**src/design/esu_pkg.sv**
```systemverilog
`timescale 1ns / 1ps
// Shared types, constants and helper functions for the escape sequence unescaper.
package esu_pkg;

    localparam int unsigned CHAR_W         = 21;
    localparam int unsigned ACC_W          = 16;
    localparam int unsigned CNT_W          = 3;
    localparam int unsigned MAX_HEX_DIGITS = 4;

    localparam logic [CHAR_W-1:0] CH_BACKSLASH = CHAR_W'(8'h5C);
    localparam logic [CHAR_W-1:0] CH_U         = CHAR_W'(8'h75);
    localparam logic [CHAR_W-1:0] CH_T         = CHAR_W'(8'h74);
    localparam logic [CHAR_W-1:0] CH_R         = CHAR_W'(8'h72);
    localparam logic [CHAR_W-1:0] CH_N         = CHAR_W'(8'h6E);
    localparam logic [CHAR_W-1:0] CH_A         = CHAR_W'(8'h61);
    localparam logic [CHAR_W-1:0] CH_TAB       = CHAR_W'(8'h09);
    localparam logic [CHAR_W-1:0] CH_CR        = CHAR_W'(8'h0D);
    localparam logic [CHAR_W-1:0] CH_LF        = CHAR_W'(8'h0A);
    localparam logic [CHAR_W-1:0] CH_BEL       = CHAR_W'(8'h07);

    typedef enum logic [1:0] {
        MODE_NORMAL = 2'd0,
        MODE_ESCAPE = 2'd1,
        MODE_HEX    = 2'd2
    } t_mode;

    typedef struct packed {
        logic [CHAR_W-1:0] out_char;
        logic              run_end;
        logic              string_end;
    } t_result;

    // Results produced by one input beat: count, then up to two entries in order.
    typedef struct packed {
        logic [1:0] n;
        t_result    first;
        t_result    second;
    } t_decode;

    // Returns {is_hex, value}; only ASCII digits and letters A-F / a-f count.
    function automatic logic [4:0] hex_nibble(input logic [CHAR_W-1:0] c);
        logic [6:0] a;
        a = c[6:0];
        hex_nibble = '0;
        if (c[CHAR_W-1:7] == '0) begin
            if (a >= 7'h30 && a <= 7'h39) begin
                hex_nibble = {1'b1, 4'(a - 7'h30)};
            end else if (a >= 7'h41 && a <= 7'h46) begin
                hex_nibble = {1'b1, 4'(a - 7'h37)};
            end else if (a >= 7'h61 && a <= 7'h66) begin
                hex_nibble = {1'b1, 4'(a - 7'h57)};
            end
        end
    endfunction

    function automatic logic [CHAR_W-1:0] map_escape(input logic [CHAR_W-1:0] c);
        logic [CHAR_W-1:0] m;
        m = c;
        if (c == CH_T) begin
            m = CH_TAB;
        end else if (c == CH_R) begin
            m = CH_CR;
        end else if (c == CH_N) begin
            m = CH_LF;
        end else if (c == CH_A) begin
            m = CH_BEL;
        end
        return m;
    endfunction

endpackage

```
**src/design/esu_in_if.sv**
```systemverilog
`timescale 1ns / 1ps
// Input character stream channel.
interface esu_in_if;
    logic        valid;
    logic        ready;
    logic [20:0] in_char;
    logic        in_last;

    modport source (output valid, output in_char, output in_last, input ready);
    modport sink   (input valid, input in_char, input in_last, output ready);
endinterface

```
**src/design/esu_out_if.sv**
```systemverilog
`timescale 1ns / 1ps
// Output character stream channel.
interface esu_out_if;
    logic        valid;
    logic        ready;
    logic [20:0] out_char;
    logic        run_end;
    logic        string_end;

    modport source (output valid, output out_char, output run_end, output string_end,
                    input ready);
    modport sink   (input valid, input out_char, input run_end, input string_end,
                    output ready);
endinterface

```
**src/design/escape_sequence_unescaper.sv**
```systemverilog
`timescale 1ns / 1ps
// Results are registered in the three-entry output buffer before they reach the output.
// Throughput: one input beat per cycle while the output is ready; a beat that yields
// two results holds off the input while the output buffer drains.
// Reset (synchronous, active low) returns the parser to normal mode, clears the hex
// digit state and empties the output buffer; the input is ready the cycle after.
module escape_sequence_unescaper
    import esu_pkg::*;
(
    input  logic      i_clk,
    input  logic      i_rst_n,
    esu_in_if.sink    i_in_stream,
    esu_out_if.source o_out_stream
);

    logic    w_space;
    logic    w_beat;
    t_decode w_dec;

    assign i_in_stream.ready = w_space;
    assign w_beat            = i_in_stream.valid && w_space;

    esu_decode u_decode (
        .i_clk   (i_clk),
        .i_rst_n (i_rst_n),
        .i_beat  (w_beat),
        .i_char  (i_in_stream.in_char),
        .i_last  (i_in_stream.in_last),
        .o_dec   (w_dec)
    );

    esu_out_queue u_out_queue (
        .i_clk   (i_clk),
        .i_rst_n (i_rst_n),
        .i_push  (w_beat),
        .i_dec   (w_dec),
        .o_space (w_space),
        .o_out   (o_out_stream)
    );

endmodule

```
**src/design/esu_decode.sv**
```systemverilog
`timescale 1ns / 1ps
// Escape parser: parse state registers and the per-beat result logic.
module esu_decode
    import esu_pkg::*;
(
    input  logic              i_clk,
    input  logic              i_rst_n,
    input  logic              i_beat,
    input  logic [CHAR_W-1:0] i_char,
    input  logic              i_last,
    output t_decode           o_dec
);

    t_mode             r_mode;
    t_mode             n_mode;
    logic [CNT_W-1:0]  r_cnt;
    logic [CNT_W-1:0]  n_cnt;
    logic [ACC_W-1:0]  r_acc;
    logic [ACC_W-1:0]  n_acc;

    logic [4:0]        w_hex;
    logic              w_take;
    logic [CNT_W-1:0]  w_cnt_inc;
    logic [ACC_W-1:0]  w_acc_next;
    logic              w_full;
    logic              w_as_normal;
    logic              a_valid;
    logic [CHAR_W-1:0] a_val;
    logic              b_valid;

    assign w_hex      = hex_nibble(i_char);
    assign w_take     = w_hex[4] && (r_cnt < CNT_W'(MAX_HEX_DIGITS));
    assign w_cnt_inc  = r_cnt + CNT_W'(1);
    assign w_acc_next = {r_acc[ACC_W-5:0], w_hex[3:0]};
    assign w_full     = (w_cnt_inc >= CNT_W'(MAX_HEX_DIGITS));

    // A non-hex terminator of a u escape is then treated as an ordinary character.
    assign w_as_normal = (r_mode == MODE_HEX) ? !w_take : (r_mode != MODE_ESCAPE);

    always_comb begin
        n_mode = r_mode;
        n_cnt  = r_cnt;
        n_acc  = r_acc;
        unique case (r_mode)
            MODE_HEX: begin
                if (w_take) begin
                    n_acc = w_acc_next;
                    n_cnt = w_cnt_inc;
                    if (w_full) begin
                        n_mode = MODE_NORMAL;
                    end
                end else begin
                    n_mode = MODE_NORMAL;
                end
            end
            MODE_ESCAPE: begin
                if (i_char == CH_U) begin
                    n_mode = MODE_HEX;
                    n_cnt  = '0;
                    n_acc  = '0;
                end else begin
                    n_mode = MODE_NORMAL;
                end
            end
            default: begin
                n_mode = MODE_NORMAL;
            end
        endcase
        if (w_as_normal) begin
            n_mode = (i_char == CH_BACKSLASH) ? MODE_ESCAPE : MODE_NORMAL;
        end
        if (i_last) begin
            n_mode = MODE_NORMAL;
            n_cnt  = '0;
            n_acc  = '0;
        end
    end

    always_comb begin
        a_valid = 1'b0;
        a_val   = '0;
        unique case (r_mode)
            MODE_HEX: begin
                if (w_take) begin
                    a_valid = w_full || i_last;
                    a_val   = CHAR_W'(w_acc_next);
                end else begin
                    a_valid = (r_cnt != '0);
                    a_val   = CHAR_W'(r_acc);
                end
            end
            MODE_ESCAPE: begin
                a_valid = (i_char != CH_U);
                a_val   = map_escape(i_char);
            end
            default: begin
                a_valid = 1'b0;
            end
        endcase
        b_valid = w_as_normal && (i_char != CH_BACKSLASH);

        o_dec.n                   = 2'(a_valid) + 2'(b_valid);
        o_dec.first.out_char      = a_valid ? a_val : i_char;
        o_dec.first.run_end       = !(a_valid && b_valid);
        o_dec.first.string_end    = !(a_valid && b_valid) && i_last;
        o_dec.second.out_char     = i_char;
        o_dec.second.run_end      = 1'b1;
        o_dec.second.string_end   = i_last;
    end

    always_ff @(posedge i_clk) begin
        if (!i_rst_n) begin
            r_mode <= MODE_NORMAL;
            r_cnt  <= '0;
            r_acc  <= '0;
        end else if (i_beat) begin
            r_mode <= n_mode;
            r_cnt  <= n_cnt;
            r_acc  <= n_acc;
        end
    end

    a_cnt_bound: assert property (@(posedge i_clk) disable iff (!i_rst_n)
        r_cnt <= CNT_W'(MAX_HEX_DIGITS))
        else $error("hex digit count beyond limit");

    a_last_clears: assert property (@(posedge i_clk) disable iff (!i_rst_n)
        (i_beat && i_last) |=> (r_mode == MODE_NORMAL && r_cnt == '0 && r_acc == '0))
        else $error("parse state not cleared after end of string");

endmodule

```
**src/design/esu_out_queue.sv**
```systemverilog
`timescale 1ns / 1ps
// Three-entry result buffer that drives the output channel.
module esu_out_queue
    import esu_pkg::*;
(
    input  logic      i_clk,
    input  logic      i_rst_n,
    input  logic      i_push,
    input  t_decode   i_dec,
    output logic      o_space,
    esu_out_if.source o_out
);

    logic [1:0] r_count;
    logic [1:0] n_count;
    t_result    r_slot [3];
    t_result    n_slot [3];
    logic       w_pop;
    logic [1:0] w_push_n;
    logic [1:0] w_base;

    assign w_pop    = (r_count != 2'd0) && o_out.ready;
    assign w_push_n = i_push ? i_dec.n : 2'd0;
    assign w_base   = r_count - 2'(w_pop);
    assign n_count  = w_base + w_push_n;

    // Room for a full two-result beat is kept, so the space flag is purely registered.
    assign o_space  = (r_count <= 2'd1);

    always_comb begin
        n_slot = r_slot;
        if (w_pop) begin
            n_slot[0] = r_slot[1];
            n_slot[1] = r_slot[2];
        end
        for (int i = 0; i < 3; i++) begin
            if (w_push_n != 2'd0 && 2'(i) == w_base) begin
                n_slot[i] = i_dec.first;
            end
            if (w_push_n == 2'd2 && 2'(i) == w_base + 2'd1) begin
                n_slot[i] = i_dec.second;
            end
        end
    end

    always_ff @(posedge i_clk) begin
        if (!i_rst_n) begin
            r_count <= 2'd0;
        end else begin
            r_count <= n_count;
        end
    end

    always_ff @(posedge i_clk) begin
        r_slot <= n_slot;
    end

    assign o_out.valid      = (r_count != 2'd0);
    assign o_out.out_char   = r_slot[0].out_char;
    assign o_out.run_end    = r_slot[0].run_end;
    assign o_out.string_end = r_slot[0].string_end;

    a_no_overflow: assert property (@(posedge i_clk) disable iff (!i_rst_n)
        (r_count >= 2'd2) |-> (w_push_n == 2'd0))
        else $error("result pushed into a full buffer");

    a_string_end_is_run_end: assert property (@(posedge i_clk) disable iff (!i_rst_n)
        (o_out.valid && o_out.string_end) |-> o_out.run_end)
        else $error("string end flagged on a result that is not the last of its beat");

endmodule

```
**src/flat_wrapper.sv**
```systemverilog
// flat-port wrapper written by rule: the top's interface ports become plain ports
module escape_sequence_unescaper_flat import esu_pkg::*;
  (i_clk, i_rst_n, i_in_stream_valid, i_in_stream_in_char, i_in_stream_in_last, i_in_stream_ready, o_out_stream_valid, o_out_stream_out_char, o_out_stream_run_end, o_out_stream_string_end, o_out_stream_ready);
  esu_in_if i_in_stream_i ();
  esu_out_if o_out_stream_i ();
  input  logic i_clk;
  input  logic i_rst_n;
  input wire logic [$bits(i_in_stream_i.valid)-1:0] i_in_stream_valid;
  input wire logic [$bits(i_in_stream_i.in_char)-1:0] i_in_stream_in_char;
  input wire logic [$bits(i_in_stream_i.in_last)-1:0] i_in_stream_in_last;
  output wire logic [$bits(i_in_stream_i.ready)-1:0] i_in_stream_ready;
  output wire logic [$bits(o_out_stream_i.valid)-1:0] o_out_stream_valid;
  output wire logic [$bits(o_out_stream_i.out_char)-1:0] o_out_stream_out_char;
  output wire logic [$bits(o_out_stream_i.run_end)-1:0] o_out_stream_run_end;
  output wire logic [$bits(o_out_stream_i.string_end)-1:0] o_out_stream_string_end;
  input wire logic [$bits(o_out_stream_i.ready)-1:0] o_out_stream_ready;
  assign i_in_stream_i.valid = i_in_stream_valid;
  assign i_in_stream_i.in_char = i_in_stream_in_char;
  assign i_in_stream_i.in_last = i_in_stream_in_last;
  assign i_in_stream_ready = i_in_stream_i.ready;
  assign o_out_stream_valid = o_out_stream_i.valid;
  assign o_out_stream_out_char = o_out_stream_i.out_char;
  assign o_out_stream_run_end = o_out_stream_i.run_end;
  assign o_out_stream_string_end = o_out_stream_i.string_end;
  assign o_out_stream_i.ready = o_out_stream_ready;
  escape_sequence_unescaper u_core (.i_clk(i_clk), .i_rst_n(i_rst_n), .i_in_stream(i_in_stream_i), .o_out_stream(o_out_stream_i));
endmodule
```
**config.mk**
```make
export PLATFORM = sky130hd
export DESIGN_NAME = escape_sequence_unescaper_flat
export DESIGN_NICKNAME = d
export VERILOG_FILES = /design/src/design/esu_pkg.sv /design/src/design/esu_in_if.sv /design/src/design/esu_out_if.sv /design/src/design/escape_sequence_unescaper.sv /design/src/design/esu_decode.sv /design/src/design/esu_out_queue.sv /design/src/flat_wrapper.sv
export SDC_FILE = /design/constraint.sdc
export NUM_CORES = 1
export LEC_CHECK = 0
export ABC_AREA = 1
export BUFFER_PORTS_ARGS = -buffer_cell sky130_fd_sc_hd__buf_2
export CAP_MARGIN = 25
export CORE_ASPECT_RATIO = 0.6
export CORE_MARGIN = 2
export CORE_UTILIZATION = 45
export DETAILED_ROUTE_END_ITERATION = 8
export PLACE_DENSITY_LB_ADDON = 0.2
export SETUP_SLACK_MARGIN = 0.5
export SYNTH_ARGS = -nofsm -noshare
export SYNTH_HDL_FRONTEND = slang
export SYNTH_SLANG_ARGS = --single-unit
```
**constraint.sdc**
```tcl
create_clock -name i_clk -period 4.9 [get_ports i_clk]
set_input_delay 0.98 -clock i_clk [delete_from_list [all_inputs] [get_ports i_clk]]
set_output_delay 0.98 -clock i_clk [all_outputs]
set_load 0.005 [all_outputs]
```
## After elaboration in Yosys (flattened, before gate mapping)

Cells that the tools add are included.

- Equality and inequality tests: 19
- Magnitude comparators: 9
- Mux-type cells: 37
- $mul: 0
- Add/sub/neg operators: 8
- Bitwise gates (word level): 0
- Div/mod/pow operators: 0
- Shift-type cells: 0
- Reductions and logical operators: 32

Operator list:

| operator | count |
|---|---|
| 23-bit two-way mux | 6 |
| 21-bit by 7-bit == test with 1-bit output, second input constant | 6 |
| 21-bit two-way mux | 5 |
| 16-bit two-way mux | 4 |
| 46-bit two-way mux | 1 |
| 21-bit by 7-bit inequality test with 1-bit output, second input constant | 2 |
| 21-bit case mux with 2 select lines | 1 |
| 16-bit case mux with 2 select lines | 1 |
| 5-bit two-way mux | 4 |
| 1-bit logical AND | 15 |
| 7-bit greater-or-equal comparator, second input constant | 2 |
| 7-bit less-or-equal comparator, second input constant | 2 |
| 14-bit logical NOT | 1 |
| 2-bit two-way mux | 6 |
| 3-bit nonzero test | 4 |
| 2-bit nonzero test | 5 |
| 3-bit two-way mux | 3 |
| 4-bit by 3-bit subtractor with 4-bit output, second input constant | 2 |
| 7-bit by 6-bit greater-or-equal comparator with 1-bit output, second input constant | 1 |
| 7-bit by 6-bit less-or-equal comparator with 1-bit output, second input constant | 1 |
| 3-bit inequality test, second input constant | 2 |
| 3-bit case mux with 2 select lines | 1 |
| 5-bit inequality test, second input constant | 1 |
| 1-bit by 2-bit == test with 1-bit output, first input constant | 2 |
| 21 further kinds | 27 |

- Memories kept: 0
- Bits in latches: 0
- Register bits: 92
- Memory bits (read-only): 0
- Word-level logic and storage cells: 118
- Memory bits (writable): 0
- Input bits: 26

## Logic depth before layout (Yosys ltp)

Gate-level depths: netlist of run 1.

- Depth in word-level cells: 16
- Mapped depth: 23

## Modules after synthesis

Synthesis of run 1 repeated with hierarchy kept, for this count alone.

- Cell total of the unflattened synthesis: 1024
- Area total of the unflattened synthesis: 6995.5 sq um

Modules (own cells, without submodules):

| module | cells each | times used | area an instance (sq um) | seq. area each (sq um) |
|---|---|---|---|---|
| esu_out_queue | 533 | 1 | 4305.4 | 2112.0 |
| esu_decode | 489 | 1 | 2682.6 | 420.4 |
| escape_sequence_unescaper | 2 | 1 | 7.5 | 0.0 |

## Worst setup path after synthesis of run 1

No wires, ideal clock.

- Path kind: input to register
- Start point: in i_in_stream_in_char[1]
- End point: reg u_core.u_out_queue.r_slot[23] (netlist name) (enable)
- Arrival time: 3.669 ns
- Library setup time: 0.379 ns
- Path slack: 0.852 ns
- Buffers on the path: 2
- Stages on the path: 20
- Path through: inv_2 -> ha_1 -> a21oi_2 -> nand2_2 -> nand2_4 -> nand2_4 -> buf_6 -> nand4_4 -> nand3_4 -> a21oi_2 -> ha_1 -> inv_1 -> nor2_1 -> nor2_1 -> inv_1 -> nand2_1 -> clkinv_1 -> clkbuf_1 -> nor2_1 -> nand2_1

- Word-level cells in the longest chain between the ends: 15
- Elaborated cells on any way between the ends: 28
- Classes of those cells: 1 x add/sub; 6 x order compare; 3 x eq/ne; 8 x mux; 10 x reduce/logical

RTL lines:

| item | RTL line | source |
|---|---|---|
| start: declaration | flat_wrapper.sv:9 | `input wire logic [$bits(i_in_stream_i.in_char)-1:0] i_in_stream_in_char;` |
| branches (longest 10 deep; another with 7-bit greater-or-equal comparator) | - |  |
| 1-bit by 1-bit adder with 2-bit output * | esu_decode.sv:102 | `o_dec.n = 2'(a_valid) + 2'(b_valid);` |
| 2-bit two-way mux * | esu_out_queue.sv:23 | `assign w_push_n = i_push ? i_dec.n : 2'd0;` |
| 2-bit == test / 2-bit nonzero test (equally long branches) | esu_out_queue.sv:40, esu_out_queue.sv:37 |  |
| 1-bit logical AND (on tied branches) | esu_out_queue.sv:40, esu_out_queue.sv:37 |  |
| 3-bit nonzero test (no source line) * | - |  |
| end signal: assignment | esu_out_queue.sv:55 | `r_slot <= n_slot;` |
| end: declaration | esu_out_queue.sv:16 | `t_result r_slot [3];` |

Mark *: on every way between the ends.
A chain may end at the register's enable or synchronous reset.

==> results of run 1 <==
[cell type report]
class	count	area [µm²]	area share (%)
Multi-Input combinational cell	648	3070	45.4
Sequential cell	92	2500	37.0
Timing Repair Buffer	60	379	5.60
Inverter	79	297	4.38
Clock buffer	9	225	3.33
Tap cell	175	219	3.24
Clock inverter	7	73.8	1.09
[metal layers]
| metal | vias to the layer above | track usage, % | wire (µm) |
|---|---|---|---|
| li1 | 2840 | - | - |
| met1 | 2423 | 36.6 | 8510 |
| met2 | 204 | 32.0 | 6110 |
| met3 | 13 | 4.77 | 1330 |
| met4 | 0 | 3.82 | 113 |
| met5 | - | 0 | 0 |
[cell usage in the layout (no fill, tap or decap), drive strengths merged]
cell type and instances:
a211oi 1, a21oi 27, and2 1, buf 60, bufinv 1, clkbuf 9, clkinv 4, clkinvlp 2
dfxtp 26, edfxtp 66, ha 11, inv 79, nand2 280, nand3 83, nand4 14, nor2 154
nor3 4, nor4 1, o211ai 2, o21ai 61, o22ai 4, xnor2 1, xor2 4
[cell usage after synthesis]
library cell / number / area [µm²]
nand3_2: 3 / 30.0
nor2_1: 149 / 559
ha_1: 11 / 138
inv_1: 70 / 263
edfxtp_1: 66 / 1980
nand2_4: 13 / 146
o211ai_1: 2 / 15.0
buf_1: 1 / 3.75
buf_4: 29 / 218
nor2_2: 1 / 6.26
xnor2_1: 1 / 8.76
buf_6: 4 / 45.0
nor2_4: 4 / 45.0
nor3_1: 3 / 15.0
clkinv_1: 2 / 7.51
nand2_1: 261 / 980
nor3_2: 1 / 10.0
o21ai_2: 2 / 17.5
dfxtp_1: 26 / 521
nand4_4: 1 / 21.3
o22ai_1: 4 / 25.0
buf_12: 1 / 20.0
buf_2: 11 / 55.1
xor2_1: 4 / 35.0
a21oi_2: 2 / 17.5
clkbuf_1: 13 / 48.8
a21oi_1: 25 / 125
o21ai_0: 40 / 200
a211oi_1: 1 / 7.51
and2_1: 1 / 6.26
o21ai_1: 19 / 95.1
inv_2: 7 / 26.3
nand3_4: 1 / 17.5
nor4_1: 1 / 6.26
nand4_1: 13 / 81.3
nand2_8: 2 / 40.0
nand3_1: 79 / 395
nand2_2: 4 / 25.0
[state kept, by name, summed over array words and instances (netlist names)]
name / cells
u_core.u_decode.r_mode: 2
u_core.u_out_queue.o_out.out_char: 21
u_core.u_decode.r_acc: 16
u_core.u_decode.r_cnt: 3
u_core.u_out_queue.o_out.string_end: 1
u_core.u_out_queue.r_slot: 46
u_core.u_out_queue.r_count: 2
u_core.u_out_queue.o_out.run_end: 1
[per-stage QoR]
| stage | area, µm² | cells |
|---|---|---|
| final | 6770 | 1070 |
| after global routing | 6770 | 1070 |
| after CTS | 6760 | 1070 |
| after detailed placement | 6460 | 1054 |
| after global placement | 6460 | 1054 |
| after floorplan | 6260 | 878 |
[how the worst max path moves through the flow]
stage                                       from                             to  depth (start not counted)
after CTS                 i_in_stream_in_char[1]  u_core.u_out_queue.r_slot[28]                         22
final                     i_in_stream_in_char[1]  u_core.u_out_queue.r_slot[39]                         22
after global routing      i_in_stream_in_char[1]  u_core.u_out_queue.r_slot[29]                         22
after detailed placement  i_in_stream_in_char[1]  u_core.u_out_queue.r_slot[28]                         22
after floorplan           i_in_stream_in_char[1]  u_core.u_out_queue.r_slot[23]                         20
after global placement    i_in_stream_in_char[1]  u_core.u_out_queue.r_slot[39]                         22
[logic make-up (layout without fill, tap and decap cells)]
logic type | count (synthesis) | after routing | share of synthesized area [%]
buf+inv | 138 | 155 | 11.0
xor+xnor | 5 | 5 | 0.700
fa+ha+maj | 11 | 11 | 2.20
compound gates | 95 | 95 | 8.04
flops | 92 | 92 | 40.0
simple gates | 537 | 537 | 38.1
[power by group through the flow]
stage / Clock [W] / Sequential, W / Combinational, W
CTS: 0.000728 / 0.00130 / 0.00122
detailed placement: 0 / 0.00131 / 0.00122
finish: 0.000713 / 0.00130 / 0.00122
floorplan: 0 / 0.00130 / 0.000966
global placement: 0 / 0.00131 / 0.00121
global route: 0.000755 / 0.00132 / 0.00141
[worst register-to-register path, cell delays in order (launching register included)]
cell	delay, ps
dfxtp_1	330
inv_1	60
ha_1	550
inv_1	340
nand2_1	170
o21ai_2	80
and2_1	140
ha_1	310
inv_1	50
nor2_1	150
nor2_1	90
inv_1	70
nand2_1	110
clkinv_1	100
buf_12	220
nor2_1	90
nand2_1	60
buf_4	340
==> flow_metrics.env, run 1 <==
export IMPL_status="completed"
export IMPL_synth_area_mm2=0.00626
export IMPL_die_h_um=95.4
export IMPL_antenna_found_initial=0
export IMPL_path_clk_slew_ps=70
export IMPL_intPower_w=0.00204
export IMPL_die_width_um=156
export IMPL_cts_buffers=9
export IMPL_crit_fanout=30
export IMPL_dp_hpwl_um=11600
export IMPL_grt_pass1_vias=4952
export IMPL_critPathKind="input port to register"
export IMPL_synth_cells=878
export IMPL_placeableCoreArea_mm2=0.0136
export IMPL_power_switching_w=0.00119
export IMPL_fin_util_pct=49.7
export IMPL_cts_hold_buf=0
export IMPL_antenna_cells=0
export IMPL_hp_class="register to register"
export IMPL_synth_warnings=0
export IMPL_drt_iter0_markers=537
export IMPL_grt_max_degree=45
export IMPL_critPathBufInv=6
export IMPL_switching_share_pct=36.9
export IMPL_ant_nets=0
export IMPL_vias_per_cell=5.12
export IMPL_pwr_share_comb_pct=37.7
export IMPL_wl_per_cell_um=15.0
export IMPL_hold_depth=2
export IMPL_hold_worst_slack_ps=456
export IMPL_ff2ff_setup_slack_ps=1310
export IMPL_clock_skew_ps=5.10
export IMPL_cts_tree="built"
export IMPL_clockBufferDepth=2
export IMPL_hold_start="u_core.u_decode.r_acc[12]"
export IMPL_nets=927
export IMPL_cp_start_kind="input port"
export IMPL_cpPeakStageDelay_ps=350
export IMPL_r2r_end="u_core.u_out_queue.r_slot[39]"
export IMPL_maxSlewHeadroom_pct=50.0
export IMPL_powerDensity_mw_per_mm2=477
export IMPL_place_ws_ps=447
export IMPL_grt_ovfl_total=0
export IMPL_ir_drop_v=0.000195
export IMPL_leakage_nw=3.00
export IMPL_drive_gt1_share_pct=13.1
export IMPL_syn_avg_cell_area_um2=7.13
export IMPL_hold_end="u_core.u_decode.r_acc[12]"
export IMPL_num_rows=33
export IMPL_power_w=0.00323
export IMPL_clock_sinks=92
export IMPL_post_cts_resized=0
export IMPL_seq_power_share_pct=40.2
export IMPL_tns_ps=0
export IMPL_path_cells="buf_2 > inv_2 > ha_1 > a21oi_2 > nand2_2 > nand2_4 > nand2_4 > nand2_1 > nand2_1 > nand3_4 > a21oi_2 > ha_1 > inv_1 > nor2_1 > inv_1 > nor2_1 > nand2_1 > inv_1 > buf_12 > nor2_1 > nand2_1 > nand2_1"
export IMPL_totalWireLength_um=16100
export IMPL_hold_violations=0
export IMPL_tightest_slew_ps=750
export IMPL_setup_violations=0
export IMPL_r2r_worst_path_cells=17
export IMPL_dr_total_vias=5480
export IMPL_fillers=1406
export IMPL_rsz0062_at_grt="no"
export IMPL_ys_ff_latch=92
export IMPL_cp_slowest_cell="inv_1"
export IMPL_setup_worst_path_end_class="register"
export IMPL_r2r_start="u_core.u_decode.r_mode[1]"
export IMPL_dieArea_mm2=0.0149
export IMPL_ys_seq_area_share_pct=40.0
export IMPL_max_cap_violations=0
export IMPL_fmax_ghz=0.241
export IMPL_maxSlewViolCount=0
export IMPL_required_ps=5000
export IMPL_insertion_delay_ps=340
export IMPL_timing_final_crit_period_ps=4150
export IMPL_htreeDepth=3
export IMPL_path_delay_family="simple AND/OR/NAND/NOR gates"
export IMPL_cts_setup_buffers=0
export IMPL_clock_power_share_pct=22.1
export IMPL_synth_distinct_cells=38
export IMPL_crit_top_cell="nand2_1"
export IMPL_area_growth_pct=8.10
export IMPL_syn_num_nets=915
export IMPL_grt_usage_pct=23.0
export IMPL_dr_pass1_iters=5
export IMPL_crit_arrival_ps=4250
export IMPL_fin_crit_sh_pct=84.6
export IMPL_num_io_pins=51
export IMPL_drc_errors=0
export IMPL_initial_utilization_pct=45.9
export IMPL_grt_pass1_wl_um=26600
export IMPL_routabilityCongestion=0.944
export IMPL_cts_root_buf="clkbuf_16"
export IMPL_port_buffers=50
export IMPL_worst_slack_ps=754
(Power assumes the default switching activity.)
==> inputs of run 2 (changes only) <==
--- a/config.mk
+++ b/config.mk
@@ -5,7 +5,7 @@
 export SDC_FILE = /design/constraint.sdc
 export NUM_CORES = 1
 export LEC_CHECK = 0
-export ABC_AREA = 1
+export ABC_AREA = 0
 export BUFFER_PORTS_ARGS = -buffer_cell sky130_fd_sc_hd__buf_2
 export CAP_MARGIN = 25
 export CORE_ASPECT_RATIO = 0.6
==> constraint.sdc (replaced) <==
create_clock -name i_clk -period 3.6 [get_ports i_clk]
set_input_delay 0.72 -clock i_clk [delete_from_list [all_inputs] [get_ports i_clk]]
set_output_delay 0.72 -clock i_clk [all_outputs]
set_load 0.005 [all_outputs]
==> flow_metrics.env, run 2 <==
export IMPL_insertion_delay_ps=360
export IMPL_totalWireLength_um=18600
export IMPL_hold_end="u_core.u_decode.r_acc[14]"
export IMPL_tightest_slew_ps=798
export IMPL_syn_num_nets=599
export IMPL_grt_pass1_vias=4975
export IMPL_crit_arrival_ps=3870
export IMPL_clock_sinks=92
export IMPL_vias_per_cell=6.05
export IMPL_grt_max_degree=39
export IMPL_dr_total_vias=5313
export IMPL_hold_violations=0
export IMPL_drc_errors=0
export IMPL_layout_common_cells="99 x buf_4, 66 x edfxtp_1, 58 x nand2_1"
export IMPL_leakage_nw=3.15
export IMPL_place_ws_ps=-466
export IMPL_fillers=897
export IMPL_worst_slack_ps=-59.7
export IMPL_grt_ovfl_total=0
export IMPL_setup_violations=15
export IMPL_htreeDepth=3
export IMPL_drt_iter0_markers=428
export IMPL_num_io_pins=51
export IMPL_syn_avg_cell_area_um2=9.95
export IMPL_tns_ps=-343
export IMPL_cts_buffers=9
export IMPL_fin_crit_sh_pct=102
export IMPL_ant_nets=0
export IMPL_critPathKind="input port to register"
export IMPL_synth_top_flop_cell="edfxtp_1"
export IMPL_area_growth_pct=44.7
export IMPL_hold_start="u_core.u_decode.r_acc[14]"
export IMPL_dieArea_mm2=0.0134
export IMPL_grt_pass1_wl_um=27900
export IMPL_largest_register="u_core.u_out_queue.r_slot"
export IMPL_hp_class="register to register"
export IMPL_synth_most_common_cell="nand2_1"
export IMPL_synthArstFlopShare_pct=0
export IMPL_dr_pass1_iters=4
export IMPL_crit_fanout=8
export IMPL_port_buffers=50
export IMPL_drive_gt1_share_pct=43.5
export IMPL_status="complete, but fails checks"
export IMPL_setup_worst_path_end_class="register"
export IMPL_wl_per_cell_um=21.1
export IMPL_layout_commonest_cell="buf_4"
export IMPL_dp_hpwl_um=12000
export IMPL_timing_final_crit_period_ps=3660
export IMPL_cp_start_kind="input port"
export IMPL_placeableCoreArea_mm2=0.0121
export IMPL_num_rows=31
export IMPL_die_h_um=90.3
export IMPL_antenna_found_initial=0
export IMPL_ys_top_cells_by_area="edfxtp_1 35%, dfxtp_1 9.3%, mux2i_1 5.7%"
export IMPL_largest_register_ff_count=46
export IMPL_synth_area_leader_cell="edfxtp_1"
export IMPL_nets=745
export IMPL_synth_area_mm2=0.00559
export IMPL_cts_root_buf="clkbuf_16"
export IMPL_ff2ff_setup_slack_ps=180
export IMPL_required_ps=3810
export IMPL_powerDensity_mw_per_mm2=612
export IMPL_max_cap_violations=0
export IMPL_maxSlewHeadroom_pct=45.3
export IMPL_synth_top_area_share_pct=35.5
export IMPL_failed_checks="setup timing"
export IMPL_routabilityCongestion=0.964
export IMPL_r2r_worst_path_cells=18
export IMPL_r2r_end="u_core.u_out_queue.r_slot[5]"
export IMPL_multiInputGateArea_mm2=0.00322
export IMPL_synth_distinct_cells=68
export IMPL_maxSlewViolCount=0
export IMPL_seq_area_mm2=0.00250
export IMPL_cts_tree="built"
export IMPL_synth_edf_count=66
export IMPL_synth_cells=562
export IMPL_synth_warnings=0
export IMPL_clock_skew_ps=8.11
export IMPL_fin_util_pct=66.8
export IMPL_ys_seq_area_share_pct=44.8
export IMPL_rsz0062_at_grt="yes"
export IMPL_ys_ff_latch=92
export IMPL_die_width_um=148
export IMPL_clockBufferDepth=2
export IMPL_fmax_ghz=0.273
export IMPL_ys_top_cells_by_count="72 x nand2_1, 66 x edfxtp_1, 36 x a22o_1"
export IMPL_hold_depth=2
export IMPL_ir_drop_v=0.000361
export IMPL_initial_utilization_pct=46.2
export IMPL_grt_usage_pct=27.4
export IMPL_path_clk_slew_ps=70
export IMPL_antenna_cells=0
export IMPL_r2r_start="u_core.u_decode.r_mode[0]"
-- run 2: cell count changes in the layout (fill, tap and decap cells not counted), sizes merged, moves of 36 or more --
cell and change:
nand2 -205, buf +133, nor2 -133, nand3 -62, inv -46, a22o +36
-- run 2: logic make-up (layout without fill, tap and decap cells) --
kind of cell    Yosys count  after routing  synth area share (%)
compound gates          166            166                  23.1
simple gates            166            170                  14.9
flops                    92             92                  44.8
buf+inv                  91            238                  8.42
mux                      33             33                  5.93
fa+ha+maj                11             11                  2.46
xor+xnor                  3              3                 0.470
-- run 2: cell type report --
cell class              count  share of cell area, %
multi-input cells         383                   39.8
flip-flops and latches     92                   30.9
repair buffers            193                   21.7
clock buffers               9                   2.78
well taps                 165                   2.55
inverters                  29                   1.41
clock inverters             7                  0.804
-- run 2: stage by stage --
stage	cell area (µm²)	power (W)	hold slack, ps	std cells
after floorplan	5820	0.00289	434	562
after global placement	6760	0.00331	442	820
after detailed placement	6760	0.00334	449	820
after CTS	7710	0.00473	460	870
after global routing	8090	0.00518	484	878
final	8090	0.00495	455	878
-- run 2: what timing repair did --
| item | in CTS | in global routing |
|---|---|---|
| hold buffers | 0 | 0 |
| gates cloned | 10 | 0 |
| pin swaps | 31 | 26 |
| setup buffers | 24 | 7 |
| resized for setup | 59 | 70 |
| endpoints found under the setup margin | 136 | 137 |
-- run 2: layer usage --
metal | up-vias | GRT usage [%] | share of wire [%] | wire, µm
met5 | - | 0 | 0 | 0
met3 | 31 | 6.97 | 9.4 | 1750
met1 | 2568 | 42.3 | 46 | 8450
li1 | 2421 | - | - | -
met4 | 0 | 7.06 | 2.0 | 367
met2 | 293 | 37.9 | 43 | 7980
-- run 2: worst max path at each step --
stage / slack (ps) / start / end
after detailed placement: -470 / i_in_stream_in_char[18] / u_core.u_out_queue.r_slot[26]
after floorplan: -370 / i_in_stream_in_char[1] / u_core.u_out_queue.r_slot[27]
after global routing: -90 / i_in_stream_in_char[7] / u_core.u_out_queue.r_slot[8]
after CTS: 100 / i_in_stream_in_char[1] / u_core.u_out_queue.r_slot[27]
after global placement: -460 / i_in_stream_in_char[18] / u_core.u_out_queue.r_slot[26]
final: -60 / i_in_stream_in_char[7] / u_core.u_out_queue.r_slot[41]
-- run 2: power by group --
group          switching (W)  internal [W]  total (W)
combinational        0.00122       0.00113    0.00235
sequential         0.0000977       0.00158    0.00168
clock               0.000445      0.000485   0.000930
-- run 2: worst max-delay path, stage by stage --
cell and delay (ps):
buf_8 100, nor4_4 360, buf_4 180, and4_4 230
buf_8 130, and3_4 180, nand4_1 130, and2_4 200
ha_4 290, o21ai_4 70, or4_4 520, buf_12 180
buf_16 140, o21ai_2 130, buf_6 130, a22o_1 170
